$ cat src/rtl/assert_macros.svh
// Concurrent assertion helpers clocked on the block clock.
`ifndef ASSERT_MACROS_SVH
`define ASSERT_MACROS_SVH

// Check a property on every edge outside of reset.
`define ASSERT_CLK(label, prop, msg) \
   label: assert property (@(posedge clock) disable iff (reset) (prop)) else $error(msg);

// Check a property on every edge, during reset as well.
`define ASSERT_ALWAYS(label, prop, msg) \
   label: assert property (@(posedge clock) (prop)) else $error(msg);

`endif

$ cat src/rtl/lfr_pkg.sv
`default_nettype none

package lfr_pkg;

   localparam int SEED_W   = 32;
   localparam int RAND_W   = 31;
   localparam int MULT_W   = 16;
   localparam int PROD_W   = RAND_W + MULT_W;
   localparam int WARMUP_STEPS = 20;

   localparam logic [MULT_W-1:0] MS_MULT       = 16'd48271;
   localparam logic [RAND_W-1:0] MS_MOD        = 31'h7fff_ffff;
   localparam logic [RAND_W-1:0] ZERO_SEED_SUB = 31'd89482311;

   localparam logic ACTION_DRAW = 1'b0;
   localparam logic ACTION_SEED = 1'b1;

   typedef struct packed {
      logic load_seed;
      logic use_one;
      logic mul;
      logic red;
      logic step_idx;
      logic draw_wr;
      logic ack_seed;
   } cmd_type;

   typedef struct packed {
      logic seeded;
      logic last_step;
   } sts_type;

endpackage

`default_nettype wire

$ cat src/rtl/lfr_ctrl.sv
`default_nettype none

module lfr_ctrl (
   input  wire logic             clock,
   input  wire logic             reset,
   input  wire logic             req_tvalid,
   output      logic             req_tready,
   input  wire logic             req_action,
   output      logic             rsp_tvalid,
   input  wire logic             rsp_tready,
   output      lfr_pkg::cmd_type cmd,
   input  wire lfr_pkg::sts_type sts
);

   typedef enum logic [2:0] {
      IDLE,
      MUL,
      RED,
      STEP,
      READ,
      SUM,
      RESP
   } state_type;

   state_type state_ff, state_in;
   logic      pend_ff, pend_in;
   logic      rsp_valid_ff, rsp_valid_in;
   logic      out_free;

   assign out_free = !rsp_valid_ff || rsp_tready;

   always_comb begin
      state_in     = state_ff;
      pend_in      = pend_ff;
      rsp_valid_in = rsp_valid_ff && !rsp_tready;
      cmd          = '0;
      unique case (state_ff)
         IDLE: begin
            if (req_tvalid) begin
               if (req_action == lfr_pkg::ACTION_SEED || !sts.seeded) begin
                  cmd.load_seed = 1'b1;
                  cmd.use_one   = (req_action == lfr_pkg::ACTION_DRAW);
                  pend_in       = (req_action == lfr_pkg::ACTION_DRAW);
                  state_in      = MUL;
               end else begin
                  cmd.step_idx = 1'b1;
                  state_in     = READ;
               end
            end
         end
         MUL: begin
            cmd.mul  = 1'b1;
            state_in = RED;
         end
         RED: begin
            cmd.red = 1'b1;
            if (sts.last_step) begin
               state_in = pend_ff ? STEP : RESP;
            end else begin
               state_in = MUL;
            end
         end
         STEP: begin
            cmd.step_idx = 1'b1;
            state_in     = READ;
         end
         READ: begin
            state_in = SUM;
         end
         SUM: begin
            if (out_free) begin
               cmd.draw_wr  = 1'b1;
               rsp_valid_in = 1'b1;
               state_in     = IDLE;
            end
         end
         RESP: begin
            if (out_free) begin
               cmd.ack_seed = 1'b1;
               rsp_valid_in = 1'b1;
               state_in     = IDLE;
            end
         end
         default: begin
            state_in = IDLE;
         end
      endcase
   end

   always_ff @(posedge clock) begin
      if (reset) begin
         state_ff     <= IDLE;
         pend_ff      <= 1'b0;
         rsp_valid_ff <= 1'b0;
      end else begin
         state_ff     <= state_in;
         pend_ff      <= pend_in;
         rsp_valid_ff <= rsp_valid_in;
      end
   end

   assign req_tready = (state_ff == IDLE);
   assign rsp_tvalid = rsp_valid_ff;

endmodule

`default_nettype wire

$ cat config.mk
export PLATFORM = sky130hd
export DESIGN_NAME = lfr_ctrl
export DESIGN_NICKNAME = d
export VERILOG_FILES = /design/src/rtl/assert_macros.svh /design/src/rtl/lfr_pkg.sv /design/src/rtl/lfr_ctrl.sv
export SDC_FILE = /design/constraint.sdc
export NUM_CORES = 1
export LEC_CHECK = 0
export BUFFER_PORTS_ARGS = -buffer_cell sky130_fd_sc_hd__buf_2
export CAP_MARGIN = 20
export CORE_AREA = 2 2 39 41
export DETAILED_ROUTE_END_ITERATION = 10
export DIE_AREA = 0 0 41 43
export PLACE_DENSITY = 0.54
export SLEW_MARGIN = 20
export SYNTH_ARGS = -nofsm -noshare
export SYNTH_HDL_FRONTEND = slang
export SYNTH_SLANG_ARGS = --single-unit
$ cat constraint.sdc
create_clock -name clock -period 1.3 [get_ports clock]
set_input_delay 0.13 -clock clock [delete_from_list [all_inputs] [get_ports clock]]
set_output_delay 0.13 -clock clock [all_outputs]
set_load 0.01 [all_outputs]
==> results.cfg, run 1 <==
[cts]
skew_pair_late_insertion_delay_ns = 0.24
ctsRootBufferMaster = sky130_fd_sc_hd__clkbuf_4
cts_sinks = 5
cts_made_buffers = 3
tritoncts_clock_tree = done
htreeDepth = 1
clkSlewWorstSetupHoldPaths_ns = 0.04
clock_path_buffers = 2

[global_route]
global_route_wire_length_before_repair_um = 1390
global_route.peak_usage_layer = met2
grt.met2_usage_pct = 17.8
grt_usage_pct = 11.7
grt_antenna_before_repair = 0
globalRouteMet3Util_pct = 3.14
grt_start_max_net_pins = 11
via_count_of_the_first_global_routing_pass = 352
use_met1_pct = 13.3
globalRouteOverflowTotal = 0

[timing]
period_share_pct = 99.5
count_of_final_setup_violators = 0
clock-skew-final_ns = 0.00191
final.setup.tns_ns = 0
finalHoldViolations = 0
holdWs_ns = 0.133
achievable-frequency_mhz = 773
timing_max_transition_violations_final = 0
layout_setup_ws_ns = 0.00697
worst-slew-pin-transition_ns = 0.296
maxSlewHeadroom_pct = 80.1
layout_min_cycle_time_ns = 1.29
rsz0062_at_grt = yes

[logic_synthesis]
library_cell_occupying_the_most_area_in_the_post_synthesis_netlist = sky130_fd_sc_hd__dfxtp_1
synth.yosys.seq_area_share_pct = 25.4
syn_nets = 54
syn_area_per_cell_um2 = 8.39
area_share_of_the_largest_cell_type_after_synthesis_pct = 25.4
postSynthCellCount = 47
synth.distinct_cells = 24
synth.top_cells.by_area = sky130_fd_sc_hd__dfxtp_1 (25%), sky130_fd_sc_hd__buf_6 (8.6%), sky130_fd_sc_hd__nor2b_1 (7.9%)
post_synth_instance_area_um2 = 394
synth_seq_cells = 5
yosys_warnings = 0

[hold_path]
worstHoldPathType = in2reg

[setup_path]
cp-end-kind = primary output
worstPathRequired_ns = 1.17
crit_path_start_kind = flop
path_max_fanout = 7
crit_arrival_ns = 1.16
crit_path_kind = reg2out

[cells_and_area]
areaGrowthSynthToFinish_pct = 44.4
nNetsFinal = 79
antennaDiodeCount = 0
layout-drive-gt1-share_pct = 54.9
nFillCells = 143

[route]
detail_route.wl_per_cell_um = 10.8
route.final.wire_length_um = 941
num_vias = 402
drt_pass1_iterations = 4
route.antenna.remaining_nets = 0
post_drt_via_cell_ratio = 4.62
number_of_drc_violations_after_detailed_routing_iteration_0 = 12
drcViolationCount = 0

[place]
port-buffer-count = 15
gp_congestion = 0.678
dp_hpwl_um = 626
pre_cts_ws_ns = 0.0314

[floorplanning]
die-width_um = 41
io_count = 16
core-area_mm2 = 0.00138
floorplan.initialDensity_pct = 28.5
area_of_the_die_mm2 = 0.00176
die_y_um = 43
num_rows = 14

[pwr]
fin_total_pwr_uw = 660
p_per_area_mw_per_mm2 = 1160
cellLeakagePower_nw = 0.270
worst_ir_drop_vdd_uv = 382

[outcome]
outcome = finished, final reports clean

[job]
max_cap_viol_count = 0
sequential cells by signal, summed over array words and instances, names as in the netlist:
name / count
state_ff: 3
pend_ff: 1
rsp_tvalid: 1
power by group:
part	total (mW)	switching [mW]	internal [mW]
logic	0.270	0.119	0.151
registers	0.214	0.0392	0.175
clock network	0.176	0.0606	0.116
total	0.660	0.219	0.441
timing repair:
item,in CTS,in global routing
endpoints found under the setup margin,7,6
hold endpoints to repair,0,0
buffers inserted,2,4
hold buffers,0,0
resized for setup,8,2
pin swaps,2,3
cell usage in the layout, fill, tap and decap left out, types with 2 or more instances in the layout:
cell,n
sky130_fd_sc_hd__clkbuf_4,3
sky130_fd_sc_hd__nand2_1,3
sky130_fd_sc_hd__nor2b_1,5
sky130_fd_sc_hd__nor2_1,3
sky130_fd_sc_hd__a21oi_1,4
sky130_fd_sc_hd__nor3_2,2
sky130_fd_sc_hd__and3_1,2
sky130_fd_sc_hd__buf_2,15
sky130_fd_sc_hd__buf_4,7
sky130_fd_sc_hd__dfxtp_1,2
sky130_fd_sc_hd__o21ai_0,3
sky130_fd_sc_hd__nor2b_4,2
sky130_fd_sc_hd__dfxtp_4,3
synthesized netlist by cell type (all sizes together):
master / count
o21a: 1
a31oi: 1
a21oi: 4
nand3: 1
dfxtp: 5
nand2: 4
nor3: 4
nor2: 4
and3: 2
a21o: 1
and2b: 1
o21ai: 4
nor4: 1
nor2b: 7
buf: 3
nand2b: 1
nor3b: 1
o22ai: 1
a32o: 1
through the flow:
step,std cells,utilization [%],area (um^2)
finish,87,41.1,569
global route,87,41.1,569
CTS,83,38.3,531
detailed placement,77,34.0,470
global placement,77,34.0,470
floorplan,47,-,394
final cells by class:
cell class	count	area, um^2	area share (%)
well taps	16	20.0	3.52
repair buffers	23	139	24.4
clock buffers	4	26.3	4.62
multi-input cells	39	273	47.9
flip-flops and latches	5	111	19.6
cells by family after synthesis:
kind of cell	after synthesis	share of synthesized area [%]
AO/OA/AOI/OAI	13	20.6
buffers and inverters	3	8.57
flip-flops	5	25.4
AND/OR/NAND/NOR	26	45.4
path summary, 6_finish.rpt:
check / depth (start not counted) / startpoint / slack (ns) / to
worst max-delay path: 4 / state_ff[1] / 0.007 / cmd[5]
worst min-delay path: 2 / reset / 0.13 / rsp_tvalid
worst max register to register: 4 / state_ff[0] / 0.09 / state_ff[0]
worst min register to register: 1 / pend_ff / 0.49 / pend_ff
per-layer routing:
metal  part of all wire [%]  up-vias
li1                       -      214
met1                     43      180
met2                     53        8
met3                    3.6        0
met4                      0        0
met5                      0        -
worst max-delay path: stages (launching register included):
cell and delay (ns):
sky130_fd_sc_hd__dfxtp_4 0.38, sky130_fd_sc_hd__nor3_4 0.21, sky130_fd_sc_hd__nand2_2 0.09, sky130_fd_sc_hd__nor3_2 0.10, sky130_fd_sc_hd__buf_2 0.14
(Power assumes the default switching activity.)
==> run 2, diff against run 1 <==
ABC_AREA = 1   (was unset)
PLACE_DENSITY = 0.52   (was 0.54)
==> results.cfg, run 2 <==
[outcome]
outcome = complete, but fails checks
failed_checks = negative setup slack

[global_route]
grt_usage_pct = 11.5
grt_start_max_net_pins = 8
via_count_of_the_first_global_routing_pass = 376
globalRouteOverflowTotal = 0
grt_antenna_before_repair = 0
global_route_wire_length_before_repair_um = 1410

[logic_synthesis]
post_synth_instance_area_um2 = 368
synth-simple-area-share_pct = 40.5
multiplexer_area_fraction_after_synthesis_pct = 0
post_synth_most_frequent_cells = sky130_fd_sc_hd__inv_1 (13), sky130_fd_sc_hd__nand2_1 (11), sky130_fd_sc_hd__nor2_1 (6)
synth_edf_count = 0
yosys_warnings = 0
synth.top_cells.by_area = sky130_fd_sc_hd__dfxtp_1 (27%), sky130_fd_sc_hd__inv_1 (13%), sky130_fd_sc_hd__nand2_1 (11%)
synthAdderAreaFrac_pct = 0
synthFlopType = sky130_fd_sc_hd__dfxtp_1
post-synth-top-count-cell = sky130_fd_sc_hd__inv_1
synth.distinct_cells = 16
library_cell_occupying_the_most_area_in_the_post_synthesis_netlist = sky130_fd_sc_hd__dfxtp_1
syn_nets = 68
async_reset_ff_share_pct = 0
synth_top_family_by_area = simple AND/OR/NAND/NOR gates
area_share_of_the_largest_cell_type_after_synthesis_pct = 27.2
synth-compound-area-share_pct = 18.0
syn_area_per_cell_um2 = 6.03
synth.yosys.seq_area_share_pct = 27.2
postSynthCellCount = 61
synth_seq_cells = 5
synth_xor_xnor_area_share_pct = 0

[cts]
clkSlewWorstSetupHoldPaths_ns = 0.04
holdBufCountCts = 0
cts_sinks = 5
ctsRootBufferMaster = sky130_fd_sc_hd__clkbuf_4
tritoncts_clock_tree = done
skew_pair_late_insertion_delay_ns = 0.24
htreeDepth = 1
cts_made_buffers = 3
clock_path_buffers = 2

[timing]
maxSlewHeadroom_pct = 79.0
clock-skew-final_ns = 0.00287
finalHoldViolations = 0
rsz0062_at_grt = yes
holdWs_ns = 0.0980
layout_min_cycle_time_ns = 1.37
timing_max_transition_violations_final = 0
achievable-frequency_mhz = 731
final.setup.tns_ns = -0.105
count_of_final_setup_violators = 2
worst-slew-pin-transition_ns = 0.313
period_share_pct = 105
layout_setup_ws_ns = -0.0683

[floorplanning]
floorplan.initialDensity_pct = 26.6
num_rows = 14
area_of_the_die_mm2 = 0.00176
core-area_mm2 = 0.00138
io_count = 16
die_y_um = 43
die-width_um = 41

[setup_path]
crit_path_kind = reg2out
r2r_cells = 7
regToRegEndpoint = state_ff[0]
worstPathRequired_ns = 1.17
cp-end-kind = primary output
startpoint_of_the_worst_register_to_register_path = state_ff[1]
crit_arrival_ns = 1.24
crit_path_start_kind = flop
r2r_setup_slack_ns = 0.19
path_max_fanout = 7

[pwr]
share_clk_of_total_power_pct = 18.7
fin_total_pwr_uw = 938
p_per_area_mw_per_mm2 = 1700
cellLeakagePower_nw = 0.316
power.share.switching_pct = 43.6
net_switching_power_uw = 410
p_comb_share_pct = 53.7
worst_ir_drop_vdd_uv = 712
p_int_uw = 529
share_seq_of_total_power_pct = 27.6

[cells_and_area]
flip_flop_count_of_the_largest_register_all_copies_and_words_added = 3
multi_input_area_um2 = 246
mostFrequentLayoutCells = sky130_fd_sc_hd__buf_2 (15), sky130_fd_sc_hd__inv_1 (12), sky130_fd_sc_hd__nand2_1 (11)
layout-drive-gt1-share_pct = 47.0
areaGrowthSynthToFinish_pct = 50.0
regMostFlops = state_ff
antennaDiodeCount = 0
layout.cells.most_common = sky130_fd_sc_hd__buf_2
nFillCells = 161
finish.cell_count_without_fillers = 99
final_design_area_no_fill_um2 = 552
finish.utilization_pct = 39.9
seq_area_um2 = 109
nNetsFinal = 91

[hold_path]
worst_hold_startpoint = reset
worstHoldPathType = in2reg
timing.hold.worst_path_depth = 2
worstHoldEndpoint = state_ff[0]

[route]
number_of_drc_violations_after_detailed_routing_iteration_0 = 6
num_vias = 438
detail_route.wl_per_cell_um = 9.22
route.antenna.remaining_nets = 0
drt_pass1_iterations = 2
post_drt_via_cell_ratio = 4.42
drcViolationCount = 0
route.final.wire_length_um = 913

[place]
pre_cts_ws_ns = 0.111
dp_hpwl_um = 673
gp_congestion = 0.687
place_area_um2 = 470
port-buffer-count = 15
placed_cell_count = 93

[job]
max_cap_viol_count = 0
run 2: cell count changes in the layout (fill, tap and decap cells not counted), moves of 2 or more:
cell and change:
sky130_fd_sc_hd__nand3_1 +3, sky130_fd_sc_hd__and3_1 -2, sky130_fd_sc_hd__a21oi_2 +2, sky130_fd_sc_hd__nand2_2 +3
sky130_fd_sc_hd__nor2_1 +3, sky130_fd_sc_hd__inv_1 +12, sky130_fd_sc_hd__nor2b_4 -2, sky130_fd_sc_hd__inv_2 +2
sky130_fd_sc_hd__nand2_1 +8, sky130_fd_sc_hd__buf_4 -4, sky130_fd_sc_hd__nor2_4 +3, sky130_fd_sc_hd__nor2b_1 -5
run 2: power by group through the flow:
stage	combinational, mW	clock (mW)	sequential [mW]
5_1_grt	0.560	0.201	0.264
6_report	0.504	0.176	0.259
4_1_cts	0.468	0.187	0.250
2_1_floorplan	0.296	0	0.231
3_3_place_gp	0.416	0	0.239
3_5_place_dp	0.408	0	0.239
run 2: cell families after synthesis:
| family | after synthesis |
|---|---|
| simple gates | 31 |
| compound gates | 11 |
| flops | 5 |
| buf+inv | 14 |
run 2: critical path, stage by stage, from the launching register on:
cell and delay [ns]:
sky130_fd_sc_hd__dfxtp_4 0.36, sky130_fd_sc_hd__nor2_4 0.13, sky130_fd_sc_hd__nand2_4 0.08, sky130_fd_sc_hd__nor2_4 0.09
sky130_fd_sc_hd__nand2_2 0.07, sky130_fd_sc_hd__inv_2 0.06, sky130_fd_sc_hd__nand2_2 0.05, sky130_fd_sc_hd__inv_1 0.04
sky130_fd_sc_hd__buf_2 0.11
run 2: final cells by class:
| cell class | count | area share (%) |
|---|---|---|
| Multi-Input combinational cell | 42 | 44.7 |
| Timing Repair Buffer | 18 | 17.7 |
| Sequential cell | 5 | 19.7 |
| Inverter | 14 | 9.52 |
| Tap cell | 16 | 3.63 |
| Clock buffer | 4 | 4.76 |
run 2: worst max-delay path by stage:
stage,cells after the start,start,to,slack (ns)
final,8,state_ff[0],cmd[5],-0.07
after global routing,8,state_ff[0],cmd[5],-0.14
after global placement,8,state_ff[0],cmd[5],0.12
after detailed placement,8,state_ff[0],cmd[5],0.11
after CTS,8,state_ff[1],cmd[5],-0.06
after floorplan,7,state_ff[0],cmd[5],0.23
run 2: what timing repair did:
item,in CTS,in global routing
resized for setup,7,5
buffers inserted,2,0
pin swaps,1,2
setup endpoints to repair,4,5
run 2: per-layer routing:
metal / part of all wire (%) / up-vias / track usage (%)
met5: 0 / - / 0
met4: 0.55 / 0 / 6.00
met3: 2.0 / 2 / 3.14
met2: 58 / 2 / 17.2
met1: 39 / 200 / 14.4
li1: - / 234 / -
